File: src/rtl/core/dsb_pkg.sv
package dsb_pkg;

  // Field widths of the request and response payloads.
  localparam int unsigned AMP_W   = 15;
  localparam int unsigned HZ_W    = 15;
  localparam int unsigned MS_W    = 16;
  localparam int unsigned SMP_W   = 16;
  localparam int unsigned COUNT_W = 22;
  localparam int unsigned PHASE_W = 32;

  localparam logic [AMP_W-1:0] AMP_RESET = 15'd8000;
  localparam int unsigned      MS_PER_S  = 1000;

  // 2*pi in unsigned Q3.30.
  localparam logic [63:0] TWO_PI_Q30 = 64'd6746518852;

  typedef enum logic {
    CMD_START = 1'b0,
    CMD_TICK  = 1'b1
  } cmd_e;

  typedef struct packed {
    cmd_e            command;
    logic [HZ_W-1:0] tone_hz;
    logic [MS_W-1:0] duration_ms;
  } req_t;

  typedef struct packed {
    logic signed [SMP_W-1:0] sample;
    logic                    active;
    logic                    last;
  } rsp_t;

  // Quarter-wave sine magnitude scaled to 32768 and saturated, used only to
  // build the constant table at elaboration. Taylor series in Q2.30.
  function automatic logic [AMP_W-1:0] quarter_sine(int unsigned m, int unsigned table_bits);
    logic [63:0] x;
    logic [63:0] x2;
    logic [63:0] term;
    logic [63:0] sum;
    x    = (64'(m) * TWO_PI_Q30) >> table_bits;
    x2   = (x * x) >> 30;
    term = x;
    sum  = x;
    // Terms up to x^17; the negative ones never take the sum below zero.
    term = ((term * x2) >> 30) / 64'd6;
    sum  = (sum >= term) ? sum - term : 64'd0;
    term = ((term * x2) >> 30) / 64'd20;
    sum  = sum + term;
    term = ((term * x2) >> 30) / 64'd42;
    sum  = (sum >= term) ? sum - term : 64'd0;
    term = ((term * x2) >> 30) / 64'd72;
    sum  = sum + term;
    term = ((term * x2) >> 30) / 64'd110;
    sum  = (sum >= term) ? sum - term : 64'd0;
    term = ((term * x2) >> 30) / 64'd156;
    sum  = sum + term;
    term = ((term * x2) >> 30) / 64'd210;
    sum  = (sum >= term) ? sum - term : 64'd0;
    term = ((term * x2) >> 30) / 64'd272;
    sum  = sum + term;
    sum = ((sum << 15) + (64'd1 << 29)) >> 30;
    return (sum > 64'd32767) ? 15'h7FFF : sum[AMP_W-1:0];
  endfunction

endpackage

File: src/rtl/core/dsb_stream_if.sv
interface dsb_stream_if #(
  parameter type payload_t = logic
) ();
  logic     valid;
  logic     ready;
  payload_t payload;

  modport source (output valid, output payload, input ready);
  modport sink   (input valid, input payload, output ready);
endinterface

File: src/rtl/core/dds_sine_tone_burst.sv
// A tick request is registered into the request stage when accepted, and its
// sample is registered into the response stage once that stage has room.
// Throughput is one request per cycle while the response side is not
// stalled, set by the single pass through phase lookup and amplitude multiply.
// Reset (asynchronous, active low) clears the tone state, the pipeline valid
// flags, and loads the amplitude with 8000.
module dds_sine_tone_burst
  import dsb_pkg::*;
#(
  parameter int unsigned SAMPLE_RATE_HZ  = 44100,
  parameter int unsigned SINE_TABLE_BITS = 8
) (
  input  logic             clk_i,
  input  logic             rst_ni,
  input  logic             cfg_we_i,
  input  logic [AMP_W-1:0] cfg_wdata_i,
  dsb_stream_if.sink       req_i,
  dsb_stream_if.source     rsp_o
);

  // Phase step floor(hz * 2^32 / rate) is formed as hz times a reciprocal
  // rounded up, scaled by 2^63. With hz below 2^15 the error stays below
  // 2^-16, which is smaller than one step of 1/rate, so the floor is exact.
  // Only the low 63 product bits are kept since the step wraps at 2^32.
  localparam int unsigned STEP_SHIFT = 31;
  localparam int unsigned STEP_PW    = PHASE_W + STEP_SHIFT;
  localparam logic [63:0] STEP_MULT  =
    ((64'd1 << STEP_PW) + 64'(SAMPLE_RATE_HZ) - 64'd1) / 64'(SAMPLE_RATE_HZ);

  // Sample count floor(ms * rate / 1000) uses the same trick with a single
  // constant ms scale; the error bound ms / 2^27 stays under 1/1000.
  localparam int unsigned CNT_SHIFT = 27;
  localparam int unsigned CNT_PW    = CNT_SHIFT + COUNT_W;
  localparam logic [63:0] CNT_MULT  =
    ((64'(SAMPLE_RATE_HZ) << CNT_SHIFT) + 64'(MS_PER_S) - 64'd1) / 64'(MS_PER_S);

  // Request stage.
  logic a_valid_q;
  req_t a_req_q;

  // Tone state.
  logic [PHASE_W-1:0] phase_acc_q,    phase_acc_d;
  logic [PHASE_W-1:0] phase_step_q,   phase_step_d;
  logic [COUNT_W-1:0] samples_left_q, samples_left_d;
  logic               silent_q,       silent_d;
  logic [AMP_W-1:0]   amp_q;

  // Response stage.
  logic rsp_valid_q;
  rsp_t rsp_q, rsp_d;

  logic a_fire;
  logic is_start;
  logic emit;

  logic [STEP_PW-1:0]  step_prod;
  logic [CNT_PW-1:0]   cnt_prod;
  logic [AMP_W-1:0]    unit_mag;
  logic                unit_neg;
  logic [2*AMP_W-1:0]  scaled_prod;
  logic [SMP_W-1:0]    mag_ext;
  logic [SMP_W-1:0]    sample_bits;

  // The request stage empties whenever the response stage has room; starts
  // and idle ticks also wait for that, which keeps the control simple and
  // still allows one request per cycle.
  assign a_fire    = a_valid_q && (!rsp_valid_q || rsp_o.ready);
  assign req_i.ready = !a_valid_q || a_fire;
  assign is_start  = (a_req_q.command == CMD_START);
  assign emit      = a_fire && !is_start && (samples_left_q != '0);

  // Start command arithmetic: two constant-coefficient multiplies in parallel.
  assign step_prod = STEP_PW'(a_req_q.tone_hz) * STEP_MULT[STEP_PW-1:0];
  assign cnt_prod  = CNT_PW'(a_req_q.duration_ms) * CNT_MULT[CNT_PW-1:0];

  // Sine lookup uses the phase before it advances.
  dsb_sine_rom #(
    .TABLE_BITS (SINE_TABLE_BITS)
  ) u_rom (
    .index_i    (phase_acc_q[PHASE_W-1 -: SINE_TABLE_BITS]),
    .mag_o      (unit_mag),
    .negative_o (unit_neg)
  );

  // Scaling truncates the magnitude, then the sign is applied, so the
  // result rounds toward zero.
  assign scaled_prod = (2*AMP_W)'(unit_mag) * (2*AMP_W)'(amp_q);
  assign mag_ext     = {1'b0, scaled_prod[2*AMP_W-1 -: AMP_W]};
  assign sample_bits = silent_q ? '0 : (unit_neg ? (~mag_ext + 1'b1) : mag_ext);

  always_comb begin
    phase_acc_d    = phase_acc_q;
    phase_step_d   = phase_step_q;
    samples_left_d = samples_left_q;
    silent_d       = silent_q;
    if (a_fire && is_start) begin
      phase_step_d   = step_prod[STEP_SHIFT +: PHASE_W];
      phase_acc_d    = '0;
      samples_left_d = cnt_prod[CNT_SHIFT +: COUNT_W];
      silent_d       = (a_req_q.tone_hz == '0);
    end else if (emit) begin
      phase_acc_d    = phase_acc_q + phase_step_q;
      samples_left_d = samples_left_q - 1'b1;
    end
  end

  always_comb begin
    rsp_d.sample = $signed(sample_bits);
    rsp_d.active = 1'b1;
    rsp_d.last   = (samples_left_q == COUNT_W'(1));
  end

  always_ff @(posedge clk_i or negedge rst_ni) begin
    if (!rst_ni) begin
      a_valid_q      <= 1'b0;
      phase_acc_q    <= '0;
      phase_step_q   <= '0;
      samples_left_q <= '0;
      silent_q       <= 1'b0;
      amp_q          <= AMP_RESET;
      rsp_valid_q    <= 1'b0;
    end else begin
      if (req_i.valid && req_i.ready) begin
        a_valid_q <= 1'b1;
      end else if (a_fire) begin
        a_valid_q <= 1'b0;
      end
      phase_acc_q    <= phase_acc_d;
      phase_step_q   <= phase_step_d;
      samples_left_q <= samples_left_d;
      silent_q       <= silent_d;
      // The user must write the amplitude only while the block is idle; the block itself does not enforce it.
      if (cfg_we_i) begin
        amp_q <= cfg_wdata_i;
      end
      if (emit) begin
        rsp_valid_q <= 1'b1;
      end else if (rsp_o.ready) begin
        rsp_valid_q <= 1'b0;
      end
    end
  end

  // Payload registers carry no reset.
  always_ff @(posedge clk_i) begin
    if (req_i.valid && req_i.ready) begin
      a_req_q <= req_i.payload;
    end
    if (emit) begin
      rsp_q <= rsp_d;
    end
  end

  assign rsp_o.valid   = rsp_valid_q;
  assign rsp_o.payload = rsp_q;

endmodule

File: src/rtl/core/dsb_sine_rom.sv
module dsb_sine_rom
  import dsb_pkg::*;
#(
  parameter int unsigned TABLE_BITS = 8
) (
  input  logic [TABLE_BITS-1:0] index_i,
  output logic [AMP_W-1:0]      mag_o,
  output logic                  negative_o
);

  localparam int unsigned QUARTER = 1 << (TABLE_BITS - 2);

  logic [AMP_W-1:0]      lut [QUARTER+1];
  logic [1:0]            quad;
  logic [TABLE_BITS-3:0] offset;
  logic [TABLE_BITS-2:0] folded;

  for (genvar k = 0; k <= QUARTER; k++) begin : g_lut
    localparam logic [AMP_W-1:0] Entry = quarter_sine(k, TABLE_BITS);
    assign lut[k] = Entry;
  end

  // The second and fourth quadrants read the quarter wave backwards.
  assign quad   = index_i[TABLE_BITS-1 -: 2];
  assign offset = index_i[TABLE_BITS-3:0];
  assign folded = quad[0] ? ((TABLE_BITS-1)'(QUARTER) - {1'b0, offset}) : {1'b0, offset};

  assign mag_o      = lut[folded];
  assign negative_o = quad[1];

endmodule

File: src/flat_wrapper.sv
// flat-port wrapper written by rule: the top's interface ports become plain ports
module dds_sine_tone_burst_flat import dsb_pkg::*;
#(
  parameter int unsigned SAMPLE_RATE_HZ  = 44100,
  parameter int unsigned SINE_TABLE_BITS = 8
)
  (clk_i, rst_ni, cfg_we_i, cfg_wdata_i, req_i_valid, req_i_payload, req_i_ready, rsp_o_valid, rsp_o_payload, rsp_o_ready);
  dsb_stream_if #(.payload_t(req_t)) req_i_i ();
  dsb_stream_if #(.payload_t(rsp_t)) rsp_o_i ();
  input  logic clk_i;
  input  logic rst_ni;
  input  logic cfg_we_i;
  input  logic [AMP_W-1:0] cfg_wdata_i;
  input wire logic [$bits(req_i_i.valid)-1:0] req_i_valid;
  input wire logic [$bits(req_i_i.payload)-1:0] req_i_payload;
  output wire logic [$bits(req_i_i.ready)-1:0] req_i_ready;
  output wire logic [$bits(rsp_o_i.valid)-1:0] rsp_o_valid;
  output wire logic [$bits(rsp_o_i.payload)-1:0] rsp_o_payload;
  input wire logic [$bits(rsp_o_i.ready)-1:0] rsp_o_ready;
  assign req_i_i.valid = req_i_valid;
  assign req_i_i.payload = req_i_payload;
  assign req_i_ready = req_i_i.ready;
  assign rsp_o_valid = rsp_o_i.valid;
  assign rsp_o_payload = rsp_o_i.payload;
  assign rsp_o_i.ready = rsp_o_ready;
  dds_sine_tone_burst #(.SAMPLE_RATE_HZ(SAMPLE_RATE_HZ), .SINE_TABLE_BITS(SINE_TABLE_BITS)) u_core (.clk_i(clk_i), .rst_ni(rst_ni), .cfg_we_i(cfg_we_i), .cfg_wdata_i(cfg_wdata_i), .req_i(req_i_i), .rsp_o(rsp_o_i));
endmodule
File: config.mk
export PLATFORM = sky130hd
export DESIGN_NAME = dds_sine_tone_burst_flat
export DESIGN_NICKNAME = d
export VERILOG_FILES = /design/src/rtl/core/dsb_pkg.sv /design/src/rtl/core/dsb_stream_if.sv /design/src/rtl/core/dds_sine_tone_burst.sv /design/src/rtl/core/dsb_sine_rom.sv /design/src/flat_wrapper.sv
export SDC_FILE = /design/constraint.sdc
export NUM_CORES = 2
export LEC_CHECK = 0
export BUFFER_PORTS_ARGS = -buffer_cell sky130_fd_sc_hd__buf_2
export CORE_MARGIN = 5
export CORE_UTILIZATION = 45
export DETAILED_ROUTE_END_ITERATION = 16
export GPL_TIMING_DRIVEN = 1
export MAX_ROUTING_LAYER = met4
export PLACE_DENSITY = 0.6
export SKIP_LAST_GASP = 1
export SYNTH_ARGS = -nofsm -noshare
export SYNTH_HDL_FRONTEND = slang
export SYNTH_SLANG_ARGS = --single-unit
File: constraint.sdc
create_clock -name clk_i -period 13.2 [get_ports clk_i]
set_clock_uncertainty 0.2 [all_clocks]
set_input_delay 2.64 -clock clk_i [delete_from_list [all_inputs] [get_ports clk_i]]
set_output_delay 2.64 -clock clk_i [all_outputs]
set_load 0.03 [all_outputs]
# After elaboration in Yosys (flattened, before gate mapping)
# Memory sizes are Yosys's and may differ from the RTL's.
# Index checks and enable logic that the tools add are counted.
[classes]
add_sub_neg = 4
multipliers = 3
n_lt_le_gt_ge = 1
n_eq_ne = 1
mux = 12
n_bitwise = 4
n_reduce_logical = 15
[op_table]
columns = ["cell", "count"]
rows = [
  ["$mux W32", 2],
  ["$mul A15 B46 Y61 const B", 1],
  ["$mul A16 B33 Y49 const B", 1],
  ["$mux W15", 3],
  ["$mux W22", 2],
  ["$add A32 B32 Y32", 1],
  ["$mul A15 B15 Y30", 1],
  ["$eq A22 B1 Y1 const B", 1],
  ["$reduce_bool A22 Y1", 1],
  ["$sub A22 B1 Y22 const B", 1],
  ["$add A16 B1 Y16 const B", 1],
  ["$not A15 Y16", 1],
  ["$logic_not A15 Y1", 1],
  ["$ge A8 B8 Y1 const B", 1],
  ["$not A7 Y8", 1],
  ["$mux W7", 1],
  ["$sub A7 B6 Y7 const A", 1],
  ["$reduce_bool A2 Y1", 3],
  ["$logic_and A1 B1 Y1", 5],
  ["$mux W1", 4],
  ["$logic_not A1 Y1", 2],
  ["$logic_or A1 B1 Y1", 2],
  ["$not A1 Y1", 2],
  ["$reduce_or A2 Y1", 1],
]
[totals]
regBits = 153
mem_bits_ro = 1920
inputBits = 52
out_inout_bits = 20
word_cells = 54
n_memories = 1
[mem_list]
columns = ["name", "words", "word_bits", "rd", "rd_ports_with_merged_regs", "write_ports", "line", "text"]
rows = [
  ["(name not given)", 128, 15, 1, 0, 0, "dsb_sine_rom.sv:28", "assign mag_o = lut[folded];"],
]

# Longest topological paths before layout
[depth]
word_depth = 10
ltp_mapped = 42
depth_no_buf = 39

# Cells and area by module
# Synthesis repeated with hierarchy kept, for this count alone.
[hier_totals]
cells_unflattened = 3323
hier_area_um2 = 31724.2
[by_module_without_submodules]
columns = ["module", "n_inst", "cells_per_inst", "area_per_inst_um2", "seq_area_each_um2"]
rows = [
  ["dds_sine_tone_burst", 1, 3047, 29846.1, 4081.4],
  ["dsb_sine_rom", 1, 276, 1878.1, 0.0],
]

# Worst setup path after synthesis
# OpenSTA, ideal clock, no wires.
[synth_timing]
kind = "register to register"
from = "register u_core.phase_acc_q[24]"
to = "register u_core.rsp_q, in the netlist u_core.rsp_o.payload[15] (data pin)"
setup_ns = 0.263
arrival_ns = 9.247
t_required_ns = 12.737
slack_ns = 3.490
path_stages_with_launch = 40
path_buffers = 5
synth_period_minus_slack_ns = 9.710
cell_sequence = "dfrtp_1 > inv_1 > ha_1 > buf_2 > nand2b_4 > xnor2_4 > inv_2 > clkbuf_1 > clkbuf_1 > clkbuf_1 > o211ai_1 > a31oi_1 > a21oi_1 > a21o_1 > clkbuf_1 > and2_1 > fa_1 > inv_1 > (+4 left out) > fa_1 > inv_1 > fa_1 > inv_1 > fa_1 > inv_1 > ha_1 > nand2_1 > nor3_1 > a211oi_1 > o21ai_0 > a221oi_1 > a21oi_2 > or3_1 > a222oi_1 > nand4b_1 > o31ai_2 > mux2i_1"
[synth_between]
elab_chain_len = 10
[synth_rtl]
columns = ["item", "line", "text"]
rows = [
  ["from (decl)", "dds_sine_tone_burst.sv:42", "logic [PHASE_W-1:0] phase_acc_q, phase_acc_d;"],
  ["from (signal assigned)", "dds_sine_tone_burst.sv:128", "phase_acc_q <= phase_acc_d;"],
  ["$sub A7 B6 Y7", "dsb_sine_rom.sv:26", "assign folded = quad[0] ? ((TABLE_BITS-1)'(QUARTER) - {1'b0, offset}) : {1'b0, offset};"],
  ["$mux W7 *", "dsb_sine_rom.sv:26", ""],
  ["$not A7 Y8 (not written as such) *", "dsb_sine_rom.sv:28", ""],
  ["$mem_v2 Z128 W15 *", "n/a", ""],
  ["$mux W15 (not written as such) * (2 in a row)", "dsb_sine_rom.sv:28", ""],
  ["$mul A15 B15 Y30 *", "dds_sine_tone_burst.sv:87", "assign scaled_prod = (2*AMP_W)'(unit_mag) * (2*AMP_W)'(amp_q);"],
  ["$not A15 Y16", "dds_sine_tone_burst.sv:89", "assign sample_bits = silent_q ? '0 : (unit_neg ? (~mag_ext + 1'b1) : mag_ext);"],
  ["$add A16 B1 Y16", "dds_sine_tone_burst.sv:89", ""],
  ["$mux W15 *", "dds_sine_tone_burst.sv:89", ""],
  ["to (signal assigned)", "dds_sine_tone_burst.sv:150", "rsp_q <= rsp_d;"],
  ["to (decl)", "dds_sine_tone_burst.sv:50", "rsp_t rsp_q, rsp_d;"],
]
# Every way passes the cells marked *; elsewhere a longest branch is shown, timed or not. The select of a mux whose other input is x is not followed.
# A chain may end at the register's enable or synchronous reset.

# Final worst setup path
[layout_timing]
from = "register u_core.phase_acc_q[24]"
to = "register u_core.rsp_q, in the netlist u_core.rsp_o.payload[16] (data pin)"
# The elaborated chain is that of the path after synthesis.

==> results.json <==
{
  "status": "finished clean",
  "vias": 22800,
  "r2r_end": "u_core.rsp_o.payload[16]",
  "cp-end-kind": "flip-flop",
  "avgViaCountPerCell": 5.27,
  "wl_per_cell_um": 18.5,
  "die_area_um2": 75700,
  "yosys-top-cells-count": "inv_1 (684), ha_1 (500), fa_1 (492), nand2_1 (252), o21ai_0 (159)",
  "post-route-cell-area_um2": 33600,
  "criticalPathCategory": "flip-flop to flip-flop",
  "synth.distinct_cells": 88,
  "drtPass1Iterations": 6,
  "port_buffers": 70,
  "cpMostUsedCell": "fa_1",
  "hpwl_um": 66500,
  "hold_buffers": 0,
  "place_congestion": 0.956,
  "grt_pass1_vias": 24200,
  "antenna_cells": 0,
  "fillers": 6741,
  "grt_pass1_wl_um": 132000,
  "r2r_slack_ns": 2.25,
  "nets": 4417,
  "rows": 97,
  "synthDominantCellAreaShare_pct": 31.1,
  "yosysMostFrequentCell": "inv_1",
  "fin_hold_ws_ns": 0.285,
  "root_buffer": "clkbuf_16",
  "min_path_cells": 2,
  "worstSkewPairLatency_ns": 0.48,
  "areaGrowthSynthToFinish_pct": 6.21,
  "synthArstFlopShare_pct": 68.0,
  "finalCriticalPeriod_ns": 10.95,
  "htreeDepth": 4,
  "syn_inst": 3354,
  "cts_tree": "yes",
  "placed_area_um2": 33000,
  "grt_overflow": 0,
  "ant_nets": 0,
  "start_kind": "flip-flop",
  "fp.coreArea_um2": 69900,
  "hold_class": "flip-flop to flip-flop",
  "antenna_found_initial": 0,
  "cts.path.max_buffers": 2,
  "tns_ns": 0,
  "ys.flop_type": "dfrtp_1",
  "yosysTopAreaCell": "fa_1",
  "ys_top_cells_by_area": "fa_1 (31%), ha_1 (20%), inv_1 (8.1%), dfrtp_1 (7.7%), edfxtp_1 (4.6%)",
  "rsz0062_at_grt": "no",
  "postCtsResizedCells": 0,
  "slew_viol_final": 0,
  "drt_iter0_markers": 1390,
  "crit_required_ns": 13.22,
  "ys_seq_area_share_pct": 12.9,
  "ys_seq_elements": 153,
  "post-cts-setup-buffers": 0,
  "holdPathEnd": "u_core.phase_step_q[23]",
  "fin_cells": 4326,
  "fmaxAchievable_ghz": 0.0914,
  "reg2reg_from": "u_core.phase_acc_q[24]",
  "die_h_um": 275,
  "final_layout_size_suffix_gt1_share_pct": 5.08,
  "cts.sinks": 153,
  "die_w_um": 275,
  "critPathMaxFanout": 36,
  "synth_nets": 4398,
  "placed_cells": 4294,
  "period_share_pct": 82.9,
  "synth_area_per_cell_um2": 9.44,
  "grt_max_degree": 95,
  "finalSetupViolCount": 0,
  "hold_start": "u_core.phase_step_q[23]",
  "tightest_slew_ns": 1.18,
  "r2r_cells": 33,
  "routed_wl_um": 79900,
  "slew_headroom_pct": 21.4,
  "start_util_pct": 45.3,
  "hold_viol_final": 0,
  "io_pins": 72,
  "grt_use_total_pct": 22.7,
  "synth_edf_count": 49,
  "drv_cap": 0,
  "slowest_stage": "a21oi_1",
  "drc_errors": 0,
  "max_stage_delay_ns": 0.56,
  "netlist_area_um2": 31700,
  "cts_buffers": 17,
  "cp_data_arrival_time_ns": 10.96,
  "yosysWarnings": 0,
  "path_clk_slew_ns": 0.07
}
worst max-delay path, delay by kind of cell, from the launching register on:
family,cells,cell delay (ns)
AOI/OAI and AO/OA,8,2.51
and+or+nand+nor,10,2.50
adders and majority gates,8,3.85
muxes,1,0.09
DFF,1,0.38
buffers and inverters,5,1.02
xor gates and xnor gates,1,0.12
sequential cells by signal, summed over array words and instances, names as in the netlist, 15 cells and up:
register	count
u_core.a_req_q	32
u_core.amp_q	15
u_core.phase_acc_q	32
u_core.phase_step_q	32
u_core.rsp_o.payload	17
u_core.samples_left_q	22
logic make-up after synthesis:
kind of cell / synth area share [%]
other: 0.0118
XOR/XNOR: 3.26
AND/OR/NAND/NOR: 11.1
buffers and inverters: 9.24
multiplexers: 0.893
adder cells (fa/ha/maj): 50.9
flip-flops: 12.9
AO/OA/AOI/OAI: 11.7
per-stage QoR:
step / utilization (%) / setup WS (ns)
2_1_floorplan: - / 3.49
3_3_place_gp: 47.3 / 2.44
3_5_place_dp: 47.3 / 2.29
4_1_cts: 48.1 / 2.25
5_1_grt: 48.1 / 1.50
6_report: 48.1 / 2.25
cell type report:
type,instances,area [um^2],area share [%]
Multi-Input combinational cell,2424,24700,73.4
Sequential cell,153,4080,12.1
Inverter,686,2570,7.66
Tap cell,940,1180,3.50
Timing Repair Buffer,91,510,1.52
Clock buffer,19,453,1.35
Clock inverter,13,133,0.394
worst max path at each step:
stage | from | to
final | u_core.phase_acc_q[24] | u_core.rsp_o.payload[16]
after global routing | u_core.phase_acc_q[24] | u_core.rsp_o.payload[16]
after CTS | u_core.phase_acc_q[24] | u_core.rsp_o.payload[16]
after detailed placement | u_core.phase_acc_q[24] | u_core.rsp_o.payload[16]
after global placement | u_core.phase_acc_q[24] | u_core.rsp_o.payload[16]
after floorplan | u_core.phase_acc_q[24] | u_core.rsp_o.payload[15]
placed cells by master, fill, tap and decap left out, drive strengths merged, types with 20 or more instances in the layout:
master	count
o31ai	20
nand3	69
nor2b	21
and3	23
ha	500
dfrtp	98
xor2	41
edfxtp	49
a21oi	135
nand4	21
xnor2	74
fa	492
o21ai	163
nor3	35
or3	27
nor2	108
nand2	252
o21a	21
and2	107
buf	91
inv	692
a21o	70
a31oi	20
per-layer routing:
metal / vias to the layer above / track usage, % / share of wire (%)
li1: 11100 / - / -
met1: 11100 / 31.1 / 47
met2: 514 / 36.5 / 47
met3: 102 / 2.38 / 4.0
met4: 0 / 5.81 / 2.2
met5: - / - / 0
Power is left out: the tool's default activity adds up to more than one toggle a clock period on the data nets, which glitch-free logic cannot reach.
